File: src/rtl/mwel_pkg.sv
package mwel_pkg;

    localparam int WINDOW_SIZE = 7;
    localparam int PTR_W       = $clog2(WINDOW_SIZE);
    localparam int CNT_W       = $clog2(WINDOW_SIZE + 1);
    localparam int MED_IDX     = WINDOW_SIZE / 2;

    localparam int LAT_W    = 64;
    localparam int SAMPLE_W = 32;
    localparam int FRAC_W   = 16;
    localparam int SMOOTH_W = SAMPLE_W + FRAC_W;
    localparam int ALPHA_W  = 16;
    localparam int PROD_W   = SMOOTH_W + ALPHA_W;

    localparam logic [ALPHA_W-1:0] ALPHA_RESET = 16'd655;

    // what the smoothing stage does with a median
    typedef struct packed {
        logic load;   // first wrap of the window: smoothed value takes the median
        logic run;    // smoothing already started: one ewma step
    } ewma_ctl_t;

endpackage

File: src/rtl/mwel_if.sv
interface mwel_sample_if;
    logic                                valid;
    logic                                ready;
    logic signed [mwel_pkg::LAT_W-1:0]   latency_ns;

    modport source (output valid, output latency_ns, input ready);
    modport sink (input valid, input latency_ns, output ready);
endinterface

interface mwel_result_if;
    logic                                valid;
    logic                                ready;
    logic [mwel_pkg::SMOOTH_W-1:0]       smoothed_q16;
    logic [mwel_pkg::SAMPLE_W-1:0]       median_ns;
    logic                                smoothed_valid;

    modport source (output valid, output smoothed_q16, output median_ns,
                    output smoothed_valid, input ready);
    modport sink (input valid, input smoothed_q16, input median_ns,
                  input smoothed_valid, output ready);
endinterface

interface mwel_cfg_if;
    logic                                valid;
    logic                                ready;
    logic [mwel_pkg::ALPHA_W-1:0]        alpha_q16;

    modport source (output valid, output alpha_q16, input ready);
    modport sink (input valid, input alpha_q16, output ready);
endinterface

File: src/rtl/mwel_median.sv
module mwel_median (
    input  logic                          clk,
    input  logic                          rst_n,
    input  logic                          in_valid,
    output logic                          in_ready,
    input  logic [mwel_pkg::SAMPLE_W-1:0] in_sample,
    output logic                          out_valid,
    input  logic                          out_ready,
    output logic [mwel_pkg::SAMPLE_W-1:0] out_median,
    output mwel_pkg::ewma_ctl_t           out_ctl
);
    import mwel_pkg::*;

    logic [SAMPLE_W-1:0] window_reg [WINDOW_SIZE];
    logic [SAMPLE_W-1:0] window_next [WINDOW_SIZE];
    logic [PTR_W-1:0]    wptr_reg;
    logic [PTR_W-1:0]    wptr_next;
    logic                started_reg;
    logic                valid_reg;
    logic [SAMPLE_W-1:0] median_reg;
    logic [SAMPLE_W-1:0] median_next;
    ewma_ctl_t           ctl_reg;
    ewma_ctl_t           ctl_next;
    logic [CNT_W-1:0]    rank [WINDOW_SIZE];
    logic                wrap;
    logic                fire;

    assign in_ready = !valid_reg || out_ready;
    assign fire     = in_valid && in_ready;

    assign wrap      = (wptr_reg == PTR_W'(WINDOW_SIZE - 1));
    assign wptr_next = wrap ? '0 : wptr_reg + PTR_W'(1);

    always_comb
    begin
        for (int i = 0; i < WINDOW_SIZE; i++)
        begin
            window_next[i] = (wptr_reg == PTR_W'(i)) ? in_sample : window_reg[i];
        end
    end

    // stable rank of each entry; exactly one entry sits at the middle position
    always_comb
    begin
        median_next = '0;
        for (int i = 0; i < WINDOW_SIZE; i++)
        begin
            rank[i] = '0;
            for (int j = 0; j < WINDOW_SIZE; j++)
            begin
                if ((window_next[j] < window_next[i]) ||
                    ((window_next[j] == window_next[i]) && (j < i)))
                begin
                    rank[i] = rank[i] + CNT_W'(1);
                end
            end
            if (rank[i] == CNT_W'(MED_IDX))
            begin
                median_next = median_next | window_next[i];
            end
        end
    end

    assign ctl_next.load = !started_reg && wrap;
    assign ctl_next.run  = started_reg;

    always_ff @(posedge clk or negedge rst_n)
    begin
        if (!rst_n)
        begin
            for (int i = 0; i < WINDOW_SIZE; i++)
            begin
                window_reg[i] <= '0;
            end
            wptr_reg    <= '0;
            started_reg <= 1'b0;
            valid_reg   <= 1'b0;
            ctl_reg     <= '0;
        end
        else
        begin
            if (in_ready)
            begin
                valid_reg <= in_valid;
            end
            if (fire)
            begin
                window_reg  <= window_next;
                wptr_reg    <= wptr_next;
                started_reg <= started_reg || wrap;
                ctl_reg     <= ctl_next;
            end
        end
    end

    always_ff @(posedge clk)
    begin
        if (fire)
        begin
            median_reg <= median_next;
        end
    end

    assign out_valid  = valid_reg;
    assign out_median = median_reg;
    assign out_ctl    = ctl_reg;

endmodule

File: src/rtl/mwel_ewma.sv
module mwel_ewma (
    input  logic                          clk,
    input  logic                          rst_n,
    input  logic [mwel_pkg::ALPHA_W-1:0]  alpha,
    input  logic                          in_valid,
    output logic                          in_ready,
    input  logic [mwel_pkg::SAMPLE_W-1:0] in_median,
    input  mwel_pkg::ewma_ctl_t           in_ctl,
    mwel_result_if.source                 result
);
    import mwel_pkg::*;

    logic [SMOOTH_W-1:0] smoothed_reg;
    logic [SMOOTH_W-1:0] smoothed_next;
    logic                started_reg;
    logic                valid_reg;
    logic [SAMPLE_W-1:0] median_reg;
    logic [SMOOTH_W-1:0] med_q;
    logic                above;
    logic [SMOOTH_W-1:0] diff;
    logic [PROD_W-1:0]   prod;
    logic [SMOOTH_W-1:0] step;
    logic                fire;

    assign in_ready = !valid_reg || result.ready;
    assign fire     = in_valid && in_ready;

    assign med_q = {in_median, {FRAC_W{1'b0}}};
    assign above = (med_q >= smoothed_reg);
    assign diff  = above ? (med_q - smoothed_reg) : (smoothed_reg - med_q);
    assign prod  = {{ALPHA_W{1'b0}}, diff} * {{SMOOTH_W{1'b0}}, alpha};
    // step truncates toward zero, so the new value stays between old and median
    assign step  = prod[PROD_W-1:FRAC_W];

    always_comb
    begin
        smoothed_next = smoothed_reg;
        if (in_ctl.load)
        begin
            smoothed_next = med_q;
        end
        else if (in_ctl.run)
        begin
            smoothed_next = above ? (smoothed_reg + step) : (smoothed_reg - step);
        end
    end

    always_ff @(posedge clk or negedge rst_n)
    begin
        if (!rst_n)
        begin
            smoothed_reg <= '0;
            started_reg  <= 1'b0;
            valid_reg    <= 1'b0;
        end
        else
        begin
            if (in_ready)
            begin
                valid_reg <= in_valid;
            end
            if (fire)
            begin
                smoothed_reg <= smoothed_next;
                started_reg  <= started_reg || in_ctl.load;
            end
        end
    end

    always_ff @(posedge clk)
    begin
        if (fire)
        begin
            median_reg <= in_median;
        end
    end

    // smoothed value stays zero until the first load, so it is the result as is
    assign result.valid          = valid_reg;
    assign result.smoothed_q16   = smoothed_reg;
    assign result.median_ns      = median_reg;
    assign result.smoothed_valid = started_reg;

endmodule

File: src/rtl/median_window_ewma_latency.sv
// channel   modport  payload                                   request
// sample    sink     latency_ns[63:0] signed                   one latency sample
// result    source   smoothed_q16[47:0] median_ns[31:0]        one per positive sample
//                    smoothed_valid
// cfg       sink     alpha_q16[15:0]                           ewma weight, always ready
//
// three register stages: sample capture, window write + median, ewma step.
// one sample per cycle unless result stalls; capture, median and ewma are registered.
// each stage holds while the next one is full and stalled, bubbles are squeezed out.
// zero or negative samples are taken but give no result.
// reset clears the window, pointer, smoothed value and loads alpha with 655.
module median_window_ewma_latency (
    input  logic          clk,
    input  logic          rst_n,
    mwel_sample_if.sink   sample,
    mwel_result_if.source result,
    mwel_cfg_if.sink      cfg
);
    import mwel_pkg::*;

    logic [ALPHA_W-1:0]  alpha_reg;
    logic                in_valid_reg;
    logic [SAMPLE_W-1:0] in_sample_reg;
    logic [SAMPLE_W-1:0] sat_sample;
    logic                positive;
    logic                med_ready;
    logic                med_valid;
    logic [SAMPLE_W-1:0] med_value;
    ewma_ctl_t           med_ctl;
    logic                ewma_ready;

    assign cfg.ready = 1'b1;

    always_ff @(posedge clk or negedge rst_n)
    begin
        if (!rst_n)
        begin
            alpha_reg <= ALPHA_RESET;
        end
        else if (cfg.valid)
        begin
            alpha_reg <= cfg.alpha_q16;
        end
    end

    assign positive   = !sample.latency_ns[LAT_W-1] && (sample.latency_ns != '0);
    assign sat_sample = (|sample.latency_ns[LAT_W-2:SAMPLE_W]) ? '1 :
                        sample.latency_ns[SAMPLE_W-1:0];

    assign sample.ready = !in_valid_reg || med_ready;

    always_ff @(posedge clk or negedge rst_n)
    begin
        if (!rst_n)
        begin
            in_valid_reg <= 1'b0;
        end
        else if (sample.ready)
        begin
            in_valid_reg <= sample.valid && positive;
        end
    end

    always_ff @(posedge clk)
    begin
        if (sample.valid && sample.ready)
        begin
            in_sample_reg <= sat_sample;
        end
    end

    mwel_median u_median (
        .clk        (clk),
        .rst_n      (rst_n),
        .in_valid   (in_valid_reg),
        .in_ready   (med_ready),
        .in_sample  (in_sample_reg),
        .out_valid  (med_valid),
        .out_ready  (ewma_ready),
        .out_median (med_value),
        .out_ctl    (med_ctl)
    );

    mwel_ewma u_ewma (
        .clk       (clk),
        .rst_n     (rst_n),
        .alpha     (alpha_reg),
        .in_valid  (med_valid),
        .in_ready  (ewma_ready),
        .in_median (med_value),
        .in_ctl    (med_ctl),
        .result    (result)
    );

endmodule
File: src/flat_wrapper.sv
// flat-port wrapper written by rule: the top's interface ports become plain ports
module median_window_ewma_latency_flat import mwel_pkg::*;
  (clk, rst_n, sample_valid, sample_latency_ns, sample_ready, result_valid, result_smoothed_q16, result_median_ns, result_smoothed_valid, result_ready, cfg_valid, cfg_alpha_q16, cfg_ready);
  mwel_sample_if sample_i ();
  mwel_result_if result_i ();
  mwel_cfg_if cfg_i ();
  input  logic clk;
  input  logic rst_n;
  input wire logic [$bits(sample_i.valid)-1:0] sample_valid;
  input wire logic [$bits(sample_i.latency_ns)-1:0] sample_latency_ns;
  output wire logic [$bits(sample_i.ready)-1:0] sample_ready;
  output wire logic [$bits(result_i.valid)-1:0] result_valid;
  output wire logic [$bits(result_i.smoothed_q16)-1:0] result_smoothed_q16;
  output wire logic [$bits(result_i.median_ns)-1:0] result_median_ns;
  output wire logic [$bits(result_i.smoothed_valid)-1:0] result_smoothed_valid;
  input wire logic [$bits(result_i.ready)-1:0] result_ready;
  input wire logic [$bits(cfg_i.valid)-1:0] cfg_valid;
  input wire logic [$bits(cfg_i.alpha_q16)-1:0] cfg_alpha_q16;
  output wire logic [$bits(cfg_i.ready)-1:0] cfg_ready;
  assign sample_i.valid = sample_valid;
  assign sample_i.latency_ns = sample_latency_ns;
  assign sample_ready = sample_i.ready;
  assign result_valid = result_i.valid;
  assign result_smoothed_q16 = result_i.smoothed_q16;
  assign result_median_ns = result_i.median_ns;
  assign result_smoothed_valid = result_i.smoothed_valid;
  assign result_i.ready = result_ready;
  assign cfg_i.valid = cfg_valid;
  assign cfg_i.alpha_q16 = cfg_alpha_q16;
  assign cfg_ready = cfg_i.ready;
  median_window_ewma_latency u_core (.clk(clk), .rst_n(rst_n), .sample(sample_i), .result(result_i), .cfg(cfg_i));
endmodule
File: config.mk
export PLATFORM = sky130hd
export DESIGN_NAME = median_window_ewma_latency_flat
export DESIGN_NICKNAME = d
export VERILOG_FILES = /design/src/rtl/mwel_pkg.sv /design/src/rtl/mwel_if.sv /design/src/rtl/mwel_median.sv /design/src/rtl/mwel_ewma.sv /design/src/rtl/median_window_ewma_latency.sv /design/src/flat_wrapper.sv
export SDC_FILE = /design/constraint.sdc
export NUM_CORES = 2
export LEC_CHECK = 0
export ABC_AREA = 1
export BUFFER_PORTS_ARGS = -buffer_cell sky130_fd_sc_hd__buf_2
export CAP_MARGIN = 0
export CORE_ASPECT_RATIO = 2
export CORE_MARGIN = 5
export CORE_UTILIZATION = 55
export CTS_CLUSTER_SIZE = 30
export DETAILED_ROUTE_END_ITERATION = 10
export GPL_ROUTABILITY_DRIVEN = 0
export PLACE_DENSITY = 0.7
export SETUP_SLACK_MARGIN = 0.3
export SYNTH_ARGS = -nofsm -noshare
export SYNTH_HDL_FRONTEND = slang
export SYNTH_SLANG_ARGS = --single-unit
File: constraint.sdc
create_clock -name clk -period 16.31 [get_ports clk]
set_input_delay 3.262 -clock clk [delete_from_list [all_inputs] [get_ports clk]]
set_output_delay 3.262 -clock clk [all_outputs]
set_load 0.02 [all_outputs]
==> results of run 1 <==
-- logic make-up after synthesis --
kind of cell,Yosys count
AND/OR/NAND/NOR,3440
buffers and inverters,1995
multiplexers,1
flip-flops,394
other,1
XOR/XNOR,194
AO/OA/AOI/OAI,1732
adder cells (fa/ha/maj),1600
-- metrics by stage --
step                      hold WS (ns)  setup slack [ns]  utilization [%]  cell area [um^2]
after floorplan                  0.444              5.62                -             68100
after global placement           0.461              1.26             58.1             71500
after detailed placement         0.466              1.11             58.1             71500
after CTS                        0.484              1.08             59.4             73000
-- metal layers --
metal	GRT overflow	GRT usage, %
met1	0	49.0
met2	42	77.2
met3	0	31.0
met4	53	60.2
met5	0	8.96
==> impl_metrics.env, run 1 <==
export IMPL_grt_pass1_vias=76100
export IMPL_post_cts_buffers=0
export IMPL_haltStage="global routing"
export IMPL_avgSynthCellArea_um2=7.28
export IMPL_syn_cell_area_um2=68100
export IMPL_rows=182
export IMPL_error="[ERROR GRT-0116] Global routing finished with congestion. Check the congestion regions in the DRC Viewer."
export IMPL_synth_top_family_by_area="adder cells"
export IMPL_synth_flop_cell="dfrtp_1"
export IMPL_grt_overflow=95
export IMPL_cts_made_buffers=42
export IMPL_ios=169
export IMPL_htreeDepth=2
export IMPL_muxShareOfSynthArea_pct=0.0147
export IMPL_synth_top_area_share_pct=18.9
export IMPL_start_util_pct=55.4
export IMPL_cts_max_path_buffers=3
export IMPL_seq_area_frac_synth_pct=15.2
export IMPL_synthXorXnorAreaFrac_pct=2.61
export IMPL_ctsHoldBuffers=0
export IMPL_synth_most_common_cell="nand2_1"
export IMPL_synth_compound_area_share_pct=14.0
export IMPL_grt_first_pass_wirelength_um=522000
export IMPL_synth_nets=11000
export IMPL_synthTopCellsByArea="fa_1 19%, ha_1 18%, nand2_1 12%"
export IMPL_dp_cells=11000
export IMPL_outcome="stopped before the end"
export IMPL_grt_start_max_net_pins=221
export IMPL_ys_async_sr_fraction_pct=75.6
export IMPL_yosysWarnings=0
export IMPL_synthCells=9357
export IMPL_grt_use_total_pct=53.8
export IMPL_dieHeight_um=508
export IMPL_synth_fa_ha_area_share_pct=36.5
export IMPL_die_w_um=259
export IMPL_synthSimpleGateAreaFrac_pct=20.6
export IMPL_root_buffer="clkbuf_16"
export IMPL_cts_sinks=394
export IMPL_synthTopCellsByCount="2097 x nand2_1, 1678 x inv_1, 957 x ha_1, 787 x nor2_1, 752 x o21ai_0"
export IMPL_synth_cell_types=72
export IMPL_synth_enable_flop_cells=96
export IMPL_synth_top_cell_by_area="fa_1"
export IMPL_portBuffers=167
export IMPL_cts_resized=0
export IMPL_dp_hpwl_um=247000
export IMPL_ys_ff_latch=394
==> inputs of run 2 (changes only) <==
--- a/config.mk
+++ b/config.mk
@@ -8,14 +8,11 @@
 export ABC_AREA = 1
 export BUFFER_PORTS_ARGS = -buffer_cell sky130_fd_sc_hd__buf_2
 export CAP_MARGIN = 0
-export CORE_ASPECT_RATIO = 2
 export CORE_MARGIN = 5
-export CORE_UTILIZATION = 55
-export CTS_CLUSTER_SIZE = 30
+export CORE_UTILIZATION = 40
 export DETAILED_ROUTE_END_ITERATION = 10
 export GPL_ROUTABILITY_DRIVEN = 0
-export PLACE_DENSITY = 0.7
-export SETUP_SLACK_MARGIN = 0.3
+export PLACE_DENSITY_LB_ADDON = 0.15
 export SYNTH_ARGS = -nofsm -noshare
 export SYNTH_HDL_FRONTEND = slang
 export SYNTH_SLANG_ARGS = --single-unit
==> run 2 against run 1 <==
Compared with the run above:
- the flow now finishes without violations
- synthesized area stayed put
- synthesized cell count unchanged
==> impl_metrics.env, run 2 <==
export IMPL_crit_arrival_ns=15.43
export IMPL_synth_most_common_cell="nand2_1"
export IMPL_drtPass1Iterations=6
export IMPL_clkTransAtPathRegs_ns=0.06
export IMPL_drive_gt1_share_pct=6.50
export IMPL_rows=151
export IMPL_fin_nets=11200
export IMPL_fill_cells=17500
export IMPL_synth_nets=11000
export IMPL_cts_made_buffers=51
export IMPL_portBuffers=167
export IMPL_drt_antenna_violating_nets=0
export IMPL_largest_reg_flops=224
export IMPL_ios=169
export IMPL_avgSynthCellArea_um2=7.28
export IMPL_r2r_slack_ns=1.45
export IMPL_mostFrequentLayoutCells="2089 x nand2_1, 1676 x inv_1, 956 x ha_1, 786 x nor2_1, 743 x o21ai_0"
export IMPL_synth_cell_types=72
export IMPL_finalSetupTns_ns=0
export IMPL_cts_resized=0
export IMPL_muxShareOfSynthArea_pct=0.0147
export IMPL_start_util_pct=40.2
export IMPL_endpoint_kind="flop"
export IMPL_grt_start_max_net_pins=119
export IMPL_outcome="completed"
export IMPL_worst_slew_pin_slew_ns=1.41
export IMPL_synth_top_area_share_pct=18.9
export IMPL_synth_enable_flop_cells=96
export IMPL_cts_max_path_buffers=3
export IMPL_wl_um=272000
export IMPL_rsz0062_at_grt="false"
export IMPL_ys_async_sr_fraction_pct=75.6
export IMPL_multi_input_area_um2=50300
export IMPL_final_common_cell="nand2_1"
export IMPL_vias=65000
export IMPL_post_cts_buffers=0
export IMPL_synthXorXnorAreaFrac_pct=2.61
export IMPL_slew_violations=0
export IMPL_worst_path_max_fanout=51
export IMPL_drt_iter0_drc=5340
export IMPL_ys_ff_latch=394
export IMPL_synth_compound_area_share_pct=14.0
export IMPL_dp_cells=11700
export IMPL_ctsHoldBuffers=0
export IMPL_startpoint_type="flop"
export IMPL_slew_headroom_pct=5.59
export IMPL_htreeDepth=2
export IMPL_synthSimpleGateAreaFrac_pct=20.6
export IMPL_synth_top_cell_by_area="fa_1"
export IMPL_dp_hpwl_um=220000
export IMPL_seq_area_frac_synth_pct=15.2
export IMPL_crit_slowest_cell="inv_2"
export IMPL_cap_violations=0
export IMPL_dieHeight_um=423
export IMPL_clock_latency_ns=0.68
export IMPL_critical_path_class="flop to flop"
export IMPL_yosysWarnings=0
export IMPL_synth_top_family_by_area="adder cells"
export IMPL_viasPerCell=5.51
export IMPL_fin_crit_sh_pct=91.1
export IMPL_wl_per_cell_um=23.1
export IMPL_hp_class="flop to flop"
export IMPL_grt_overflow=0
export IMPL_grt_first_pass_wirelength_um=409000
export IMPL_cts_tree="done"
export IMPL_final_util_pct=43.8
export IMPL_synthTopCellsByArea="fa_1 19%, ha_1 18%, nand2_1 12%"
export IMPL_setup_viol=0
export IMPL_area_delta_synth_final_pct=8.89
export IMPL_route_detailed_drc=0
export IMPL_grt_antenna_before_repair=10
export IMPL_coreArea_um2=169000
export IMPL_cpMostUsedCell="nand2_1"
export IMPL_fin_cells=11800
export IMPL_syn_cell_area_um2=68100
export IMPL_cp_slowest_stage_delay_ns=0.76
export IMPL_die_w_um=423
export IMPL_fin_crit_ns=14.86
export IMPL_grt_use_total_pct=30.0
export IMPL_root_buffer="clkbuf_16"
export IMPL_skew_ns=0.0393
export IMPL_seqCellArea_um2=10300
export IMPL_die_area_um2=179000
export IMPL_synth_fa_ha_area_share_pct=36.5
export IMPL_hold_viol=0
export IMPL_critPathRequiredTime_ns=16.88
export IMPL_timing_fmax_mhz=67.3
export IMPL_cts_sinks=394
export IMPL_synthTopCellsByCount="2097 x nand2_1, 1678 x inv_1, 957 x ha_1, 787 x nor2_1, 752 x o21ai_0"
export IMPL_synthCells=9357
export IMPL_grt_pass1_vias=65400
export IMPL_synth_flop_cell="dfrtp_1"
[run 2: cell counts after synthesis]
Identical to the previous run, type by type.
[run 2: final timing paths]
path | from | endpoint | cells after the start
setup / recovery | u_core.u_ewma.result.smoothed_q16[41]$_DFFE_PN0P_ | u_core.u_ewma.result.smoothed_q16[41]$_DFFE_PN0P_ | 55
hold / removal | u_core.u_ewma.result.smoothed_valid$_DFFE_PN0P_ | u_core.u_ewma.result.smoothed_valid$_DFFE_PN0P_ | 1
setup reg to reg | u_core.u_ewma.result.smoothed_q16[41]$_DFFE_PN0P_ | u_core.u_ewma.result.smoothed_q16[41]$_DFFE_PN0P_ | 55
hold reg to reg | u_core.u_ewma.result.smoothed_valid$_DFFE_PN0P_ | u_core.u_ewma.result.smoothed_valid$_DFFE_PN0P_ | 1
max in group asynchronous | rst_n | u_core.u_median.window_reg[1]$_DFFE_PN0P_ | 4
min in group asynchronous | rst_n | u_core.u_ewma.result.smoothed_q16[47]$_DFFE_PN0P_ | 1
[run 2: area by class of cell]
| cell class | instances | share of cell area, % |
|---|---|---|
| antenna | 1 | 0.00338 |
| inverter | 1708 | 8.65 |
| sequential | 394 | 14.0 |
| tap | 2218 | 3.74 |
| clock buffer | 74 | 2.00 |
| multi-input combinational | 6968 | 67.8 |
| timing repair buffer | 403 | 3.53 |
| clock inverter | 22 | 0.312 |
[run 2: per-layer routing]
metal / part of all wire, % / wire [um] / GRT usage, % / vias up
met2: 47 / 129000 / 50.8 / 2548
met5: 0.011 / 30 / 0 / -
met4: 7.9 / 21600 / 19.5 / 4
li1: - / - / - / 30400
met3: 5.5 / 15100 / 3.15 / 701
met1: 39 / 107000 / 36.3 / 31400
[run 2: worst max-delay path, delay by kind of cell, from the launching register on]
kind / cells / cell delay (ns)
DFF: 1 / 0.49
buffers and inverters: 9 / 1.80
adders and majority gates: 10 / 4.35
xor gates and xnor gates: 2 / 0.45
AOI/OAI and AO/OA: 18 / 4.56
and+or+nand+nor: 16 / 3.04
[run 2: cell families (layout without fill, tap and decap cells)]
logic type	after synthesis	count (layout)
muxes	1	1
DFF	394	394
adders and majority gates	1600	1600
buffers and inverters	1995	2207
AOI/OAI and AO/OA	1732	1732
and+or+nand+nor	3440	3440
xor gates and xnor gates	194	194
other	1	2
[run 2: stage by stage]
step                      setup slack (ns)  hold slack (ns)  area, um^2
after global routing                 0.646            0.490       74100
after CTS                             1.84            0.477       74100
after global placement                2.07            0.458       72400
after detailed placement              1.97            0.460       72400
after floorplan                       5.62            0.444       68100
final                                 1.45            0.476       74100
Power of run 2 is left out: the tool's default activity adds up to more than one toggle a clock period on the data nets, which glitch-free logic cannot reach.
